===== src/rtl/core/srb_pkg.sv =====
// Shared types and constants for the sequence reorder buffer.
package srb_pkg;

	localparam int WINDOW_DEF = 64;

	localparam logic [2:0] ST_SHORT     = 3'd0;
	localparam logic [2:0] ST_DUP       = 3'd1;
	localparam logic [2:0] ST_DELIVERED = 3'd2;
	localparam logic [2:0] ST_HELD      = 3'd3;
	localparam logic [2:0] ST_BEYOND    = 3'd4;

	typedef struct packed {
		logic        header_complete;
		logic [63:0] sequence_req;
		logic [31:0] payload_bytes;
	} srb_in_t;

	typedef struct packed {
		logic [2:0]  status;
		logic [6:0]  released_count;
		logic [63:0] delivered_total;
		logic [63:0] expected_next;
		logic [63:0] out_of_order_total;
		logic [63:0] duplicate_total;
	} srb_out_t;

endpackage


===== src/rtl/core/srb_front.sv =====
// Front end: accepts headers and holds them in a two-entry queue.
module srb_front import srb_pkg::*; (
	input  logic    clk,
	input  logic    arst_n,
	input  logic    in_valid,
	output logic    in_ready,
	input  srb_in_t in_data,
	output logic    q_valid,
	input  logic    q_ready,
	output srb_in_t q_data
);

	srb_in_t    mem_q [2];
	logic       wp_q, rp_q;
	logic [1:0] cnt_q;
	logic       push, pop;

	assign in_ready = (cnt_q != 2'd2);
	assign q_valid  = (cnt_q != 2'd0);
	assign q_data   = mem_q[rp_q];
	assign push     = in_valid && in_ready;
	assign pop      = q_valid && q_ready;

	always_ff @(posedge clk) begin
		if (push) mem_q[wp_q] <= in_data;
	end

	always_ff @(posedge clk or negedge arst_n) begin
		if (!arst_n) begin
			wp_q  <= 1'b0;
			rp_q  <= 1'b0;
			cnt_q <= 2'd0;
		end else begin
			if (push) wp_q <= ~wp_q;
			if (pop) rp_q <= ~rp_q;
			if (push && !pop) cnt_q <= cnt_q + 2'd1;
			else if (pop && !push) cnt_q <= cnt_q - 2'd1;
		end
	end

endmodule


===== src/rtl/core/srb_back.sv =====
// Back end: classifies, holds and drains out-of-order packets.
module srb_back import srb_pkg::*; #(
	parameter int WINDOW = WINDOW_DEF
) (
	input  logic     clk,
	input  logic     arst_n,
	input  logic     q_valid,
	output logic     q_ready,
	input  srb_in_t  q_data,
	output logic     out_valid,
	input  logic     out_ready,
	output srb_out_t out_data
);

	localparam int IW = (WINDOW > 1) ? $clog2(WINDOW) : 1;

	localparam logic [1:0] S_IDLE  = 2'd0;
	localparam logic [1:0] S_LOOK  = 2'd1;
	localparam logic [1:0] S_DRAIN = 2'd2;

	logic [1:0]        state_q;
	logic [63:0]       next_q, dlv_q, ooo_q, dup_q;
	logic [WINDOW-1:0] valid_q;
	logic [31:0]       bytes_mem [WINDOW];
	logic [31:0]       rd_q;
	logic [6:0]        rel_q;
	logic              ov_q;
	srb_out_t          od_q;

	logic [63:0]   gap;
	logic [IW-1:0] idx, nidx, nnidx;
	logic          take, in_win;

	assign take    = (state_q == S_IDLE) && q_valid && !ov_q;
	assign q_ready = take;
	assign gap     = q_data.sequence_req - next_q;
	assign in_win  = (gap < 64'(WINDOW));
	assign idx     = IW'(q_data.sequence_req % 64'(WINDOW));
	assign nidx    = IW'(next_q % 64'(WINDOW));
	assign nnidx   = IW'((next_q + 64'd1) % 64'(WINDOW));
	assign out_valid = ov_q;
	assign out_data  = od_q;

	always_ff @(posedge clk) begin
		if (take && q_data.header_complete && q_data.sequence_req >= next_q && in_win
			&& !valid_q[idx] && gap != 64'd0)
			bytes_mem[idx] <= q_data.payload_bytes;
		rd_q <= bytes_mem[(state_q == S_IDLE) ? nnidx : nidx];
	end

	always_ff @(posedge clk or negedge arst_n) begin
		if (!arst_n) begin
			state_q <= S_IDLE;
			next_q  <= '0;
			dlv_q   <= '0;
			ooo_q   <= '0;
			dup_q   <= '0;
			valid_q <= '0;
			rel_q   <= '0;
			ov_q    <= 1'b0;
			od_q    <= '0;
		end else begin
			if (ov_q && out_ready) ov_q <= 1'b0;
			case (state_q)
				S_IDLE: begin
					if (take) begin
						od_q.released_count     <= 7'd0;
						od_q.delivered_total    <= dlv_q;
						od_q.expected_next      <= next_q;
						if (!q_data.header_complete) begin
							od_q.status <= ST_SHORT;
							od_q.out_of_order_total <= ooo_q;
							od_q.duplicate_total    <= dup_q;
							ov_q <= 1'b1;
						end else if (q_data.sequence_req < next_q) begin
							dup_q <= dup_q + 64'd1;
							od_q.status <= ST_DUP;
							od_q.out_of_order_total <= ooo_q;
							od_q.duplicate_total <= dup_q + 64'd1;
							ov_q <= 1'b1;
						end else if (!in_win) begin
							od_q.status <= ST_BEYOND;
							od_q.out_of_order_total <= ooo_q;
							od_q.duplicate_total    <= dup_q;
							ov_q <= 1'b1;
						end else if (valid_q[idx]) begin
							dup_q <= dup_q + 64'd1;
							od_q.status <= ST_DUP;
							od_q.out_of_order_total <= ooo_q;
							od_q.duplicate_total <= dup_q + 64'd1;
							ov_q <= 1'b1;
						end else if (gap != 64'd0) begin
							valid_q[idx] <= 1'b1;
							ooo_q <= ooo_q + 64'd1;
							od_q.status <= ST_HELD;
							od_q.out_of_order_total <= ooo_q + 64'd1;
							od_q.duplicate_total    <= dup_q;
							ov_q <= 1'b1;
						end else begin
							dlv_q   <= dlv_q + 64'(q_data.payload_bytes);
							next_q  <= next_q + 64'd1;
							rel_q   <= 7'd1;
							state_q <= S_LOOK;
						end
					end
				end
				S_LOOK, S_DRAIN: begin
					if (state_q == S_DRAIN || !valid_q[nidx]) begin
						if (valid_q[nidx]) begin
							valid_q[nidx] <= 1'b0;
							dlv_q  <= dlv_q + 64'(rd_q);
							next_q <= next_q + 64'd1;
							rel_q  <= rel_q + 7'd1;
							state_q <= S_LOOK;
						end else begin
							od_q.status             <= ST_DELIVERED;
							od_q.released_count     <= rel_q;
							od_q.delivered_total    <= dlv_q;
							od_q.expected_next      <= next_q;
							od_q.out_of_order_total <= ooo_q;
							od_q.duplicate_total    <= dup_q;
							ov_q    <= 1'b1;
							state_q <= S_IDLE;
						end
					end else begin
						state_q <= S_DRAIN;
					end
				end
				default: state_q <= S_IDLE;
			endcase
		end
	end

endmodule


===== src/rtl/core/sequence_reorder_buffer.sv =====
// Top level of the sequence reorder buffer.
// Use: packet headers enter on in_valid/in_ready as srb_in_t beats; one
// result per header leaves on out_valid/out_ready as an srb_out_t beat.
// A two-entry queue sits between the accepting front end and the back end,
// so headers are taken while the back end is busy or the result is stalled.
// Flow: short, duplicate, held and beyond-window headers are classified in
// the idle state and give a registered result. An in-order header passes
// through a look state, then a drain state for each held successor drained;
// the drain reads a slot of the byte store (registered read then accumulate).
// The back end takes no new header while it drains an in-order header or
// while its last result still waits for the receiver.
// Reset clears the expected sequence, all counters and every slot's valid
// bit at once; no clearing pass is needed.
// When the receiver stalls the result register holds and the back end stops
// taking from the queue; the front end fills and then drops in_ready.
module sequence_reorder_buffer import srb_pkg::*; #(
	parameter int WINDOW = WINDOW_DEF
) (
	input  logic     clk,
	input  logic     arst_n,
	input  logic     in_valid,
	output logic     in_ready,
	input  srb_in_t  in_data,
	output logic     out_valid,
	input  logic     out_ready,
	output srb_out_t out_data
);

	logic    q_valid, q_ready;
	srb_in_t q_data;

	srb_front u_front (
		.clk, .arst_n, .in_valid, .in_ready, .in_data,
		.q_valid, .q_ready, .q_data
	);

	srb_back #(.WINDOW(WINDOW)) u_back (
		.clk, .arst_n, .q_valid, .q_ready, .q_data,
		.out_valid, .out_ready, .out_data
	);

endmodule

===== config.mk =====
export PLATFORM = sky130hd
export DESIGN_NAME = sequence_reorder_buffer
export DESIGN_NICKNAME = d
export VERILOG_FILES = /design/src/rtl/core/srb_pkg.sv /design/src/rtl/core/srb_front.sv /design/src/rtl/core/srb_back.sv /design/src/rtl/core/sequence_reorder_buffer.sv
export SDC_FILE = /design/constraint.sdc
export NUM_CORES = 2
export LEC_CHECK = 0
export BUFFER_PORTS_ARGS = -buffer_cell sky130_fd_sc_hd__buf_2
export CORE_UTILIZATION = 60
export CTS_CLUSTER_SIZE = 14
export DETAILED_ROUTE_END_ITERATION = 10
export PLACE_DENSITY = 0.87
export SLEW_MARGIN = 20
export SYNTH_ARGS = -nofsm -noshare
export SYNTH_HDL_FRONTEND = slang
export SYNTH_SLANG_ARGS = --single-unit

===== constraint.sdc =====
create_clock -name clk -period 15.2 [get_ports clk]
set_input_delay 3.04 -clock clk [delete_from_list [all_inputs] [get_ports clk]]
set_output_delay 3.04 -clock clk [all_outputs]
set_load 0.02 [all_outputs]

==> results.json <==
{
  "p_switching_mw": 6.90,
  "fmax_mhz": 102,
  "met2WireLength_um": 186000,
  "via_per_inst": 7.37,
  "worstSkewPairLatency_ps": 1050,
  "synth_top_flop_cell": "edfxtp_1",
  "swShare_pct": 31.8,
  "postCtsHoldBufs": 0,
  "worstHoldPathCells": 1,
  "dieArea_sq_mm": 0.202,
  "crit_top_cell": "nor4_1",
  "maxUsedRoutingLayer": "met5",
  "fin_tns_setup_ps": 0,
  "cts-resized-gates": 0,
  "grt_overflow": 0,
  "cp_max_fo": 38,
  "num_vias": 77700,
  "cts_tree": "done",
  "antenna_found_initial": 108,
  "final-hold-violation-count": 0,
  "clk_pin_slew_worst_paths_ps": 60,
  "syn_avg_cell_area_sq_um": 16.6,
  "wl_met1_um": 127000,
  "grt_use_total_pct": 40.3,
  "irDropWorstVdd_mv": 0.141,
  "synthCells": 7235,
  "ys_seq_area_share_pct": 69.0,
  "die_x_um": 450,
  "async_flop_share_pct": 20.9,
  "cap_violations": 0,
  "fin_nets": 7840,
  "max_slew_margin_pct": 17.7,
  "rr_worst_depth": 17,
  "drt-total-wl_um": 413000,
  "critical_path_required_ps": 15730,
  "fillCellCount": 11800,
  "combPwrFrac_pct": 21.1,
  "power_density_mw_per_mm2": 160,
  "core_sq_mm": 0.198,
  "htreeDepth": 5,
  "grt_pass1_vias": 74300,
  "fin_cells": 10500,
  "place_congestion": 0.983,
  "yosysWarnings": 0,
  "path_cells": "buf_4, mux2_2, ha_1, a21oi_1, o21a_1, o211ai_1, nor4_1, nor2_1, xor2_1, a2111oi_0, o2111ai_1, nor4_1, nand4_1, nor3_2, and4_2, nand3_2, nor2_4",
  "power.share.sequential_pct": 44.9,
  "cts_inserted_buffers": 298,
  "syn_area_sq_mm": 0.120,
  "first_pass_iters": 10,
  "route.detailed.drc": 0,
  "period_share_pct": 64.4,
  "ios": 369,
  "synth_nets": 7442,
  "hold_class": "reg -> reg",
  "final_antenna_net_count": 0,
  "cts_setup_buffers": 0,
  "max_stage_delay_ps": 1260,
  "grt_pass1_wl_um": 569000,
  "hpwl_um": 237000,
  "ys_types": 91,
  "areaGrowthSynthToFinish_pct": 12.6,
  "worstPathArrival_ps": 10330,
  "clk_path_buf_depth": 4,
  "rsz0062_at_grt": "no",
  "die_y_um": 450,
  "cts_root_buffer": "clkbuf_16",
  "rows": 163,
  "synth_edf_count": 2242,
  "cts_sinks": 2874,
  "whs_ps": 476,
  "path_class": "reg -> reg",
  "drive_gt1_share_pct": 24.0,
  "status": "finished, final reports clean",
  "finalMaxSlewViolations": 0,
  "drt_iter0_markers": 14100,
  "slowest_stage": "nor2_4",
  "post-place-cells": 9958,
  "grt_max_degree": 258,
  "min_period_ps": 9800,
  "worstMarginPinSlew_ps": 1230,
  "ys_ff_latch": 2874,
  "internal_power_mw": 14.8,
  "clkPwrFrac_pct": 34.0,
  "critPathCaptureType": "flop",
  "avgRoutedWirePerCell_um": 39.2,
  "setup_viol": 0,
  "start_util_pct": 60.7,
  "numPortBuffers": 368,
  "p_leak_nw": 46.3,
  "worst_clock_skew_ps": 142,
  "dr_wl_met3_um": 59500,
  "critPathLaunchType": "flop"
}
## registers in the layout, summed over array words and instances (netlist names)
| signal | count |
|---|---|
| u_back.next_q | 64 |
| u_front.mem_q | 194 |
| u_back.dlv_q | 64 |
| u_back.bytes_mem | 2048 |
| u_front.rp_q | 1 |
| u_back.state_q | 2 |
| u_back.rd_q | 32 |
| u_back.valid_q | 64 |
| u_front.wp_q | 1 |
| u_front.cnt_q | 2 |
| u_back.ooo_q | 64 |
| u_back.out_valid | 1 |
| u_back.rel_q | 7 |
| u_back.dup_q | 64 |
| u_back.out_data | 266 |
## cells by family (layout without fill, tap and decap cells)
group | Yosys count | count (layout) | synth area share (%)
flip-flops | 2874 | 2874 | 69.0
buffers and inverters | 518 | 1125 | 1.67
AND/OR/NAND/NOR | 1536 | 1536 | 6.12
adder cells (fa/ha/maj) | 106 | 106 | 1.11
XOR/XNOR | 393 | 393 | 2.86
other | 0 | 57 | 0
multiplexers | 897 | 897 | 14.5
AO/OA/AOI/OAI | 911 | 911 | 4.75
## per-layer routing
layer / vias to the layer above / GRT usage, %
met5: - / 0
met1: 38400 / 48.3
met2: 7980 / 60.2
met4: 70 / 30.5
met3: 2004 / 14.0
li1: 29200 / -
## through the flow
step / setup WS, ps / instance area (sq um) / total power, mW / util (%)
6_report: 5400 / 135000 / 21.7 / 68.3
5_1_grt: 5330 / 135000 / 22.1 / 68.3
4_1_cts: 5400 / 135000 / 21.4 / 68.1
3_5_place_dp: 5610 / 126000 / 14.2 / 63.3
3_3_place_gp: 6100 / 126000 / 14.0 / 63.3
2_1_floorplan: 7440 / 120000 / 12.3 / -
## power groups by stage
stage,sequential (mW),clock [mW],combinational [mW]
finish,9.73,7.38,4.58
global route,9.75,7.61,4.69
CTS,9.72,7.31,4.38
detailed placement,9.88,0,4.29
global placement,9.86,0,4.11
floorplan,10.0,0,2.28
## worst max-delay path: cells and delay by family (launching register included)
family	cells	cell delay [ps]
xor+xnor	1	200
mux	1	420
simple gates	8	5340
fa+ha+maj	1	410
compound gates	5	1410
flops	1	830
buf+inv	1	670
## cells in the final DEF, fill, tap and decap left out, types with 104 or more instances in the layout
master | Yosys | final
nor2_1 | 356 | 288
clkbuf_16 | 0 | 306
mux4_2 | 658 | 658
inv_1 | 131 | 130
xor2_1 | 164 | 164
mux2_2 | 192 | 169
nor3_1 | 113 | 109
nand2_1 | 448 | 447
dfrtp_1 | 600 | 599
buf_2 | 45 | 367
o21ai_0 | 228 | 228
edfxtp_1 | 2242 | 2242
a21oi_1 | 226 | 225
xnor2_1 | 229 | 223
ha_1 | 104 | 104
nand3_1 | 218 | 211
## synth_stat cells (37+ instances only)
master | n | area (sq um)
a211oi_1 | 37 | 278
a21o_1 | 38 | 285
a21oi_1 | 226 | 1130
and2_1 | 42 | 263
and3_1 | 89 | 557
buf_1 | 56 | 210
buf_2 | 45 | 225
clkbuf_1 | 279 | 1050
dfrtp_1 | 600 | 15000
edfxtp_1 | 2242 | 67300
ha_1 | 104 | 1300
inv_1 | 131 | 492
mux2_2 | 192 | 2160
mux2i_1 | 43 | 430
mux4_2 | 658 | 14800
nand2_1 | 448 | 1680
nand3_1 | 218 | 1090
nand4_1 | 63 | 394
nor2_1 | 356 | 1340
nor3_1 | 113 | 566
nor4_1 | 64 | 400
o211ai_1 | 64 | 480
o21ai_0 | 228 | 1140
o21ai_1 | 53 | 265
o22ai_1 | 37 | 231
xnor2_1 | 229 | 2010
xor2_1 | 164 | 1440
## layout make-up
class                      count  area (sq um)  share of cell area, %
antenna                       57           143                  0.105
clock inverter               130          1310                  0.967
multi-input combinational   3843         36100                   26.7
tap                         2640          3300                   2.44
inverter                     137           517                  0.382
timing repair buffer         479          3010                   2.22
sequential                  2874         83000                   61.3
clock buffer                 379          8040                   5.94
## final timing paths
path | end | from | slack (ps)
worst max-delay path | u_back.bytes_mem[40][15] | u_front.rp_q | 5400
worst min-delay path | u_back.dlv_q[63] | u_back.dlv_q[63] | 480
worst max register to register | u_back.bytes_mem[40][15] | u_front.rp_q | 5400
worst min register to register | u_back.dlv_q[63] | u_back.dlv_q[63] | 480
max in group asynchronous | u_back.out_data[47] | arst_n | 10720
min in group asynchronous | u_back.out_data[140] | arst_n | 2180
Note: power is estimated with default switching activity, not from simulation.
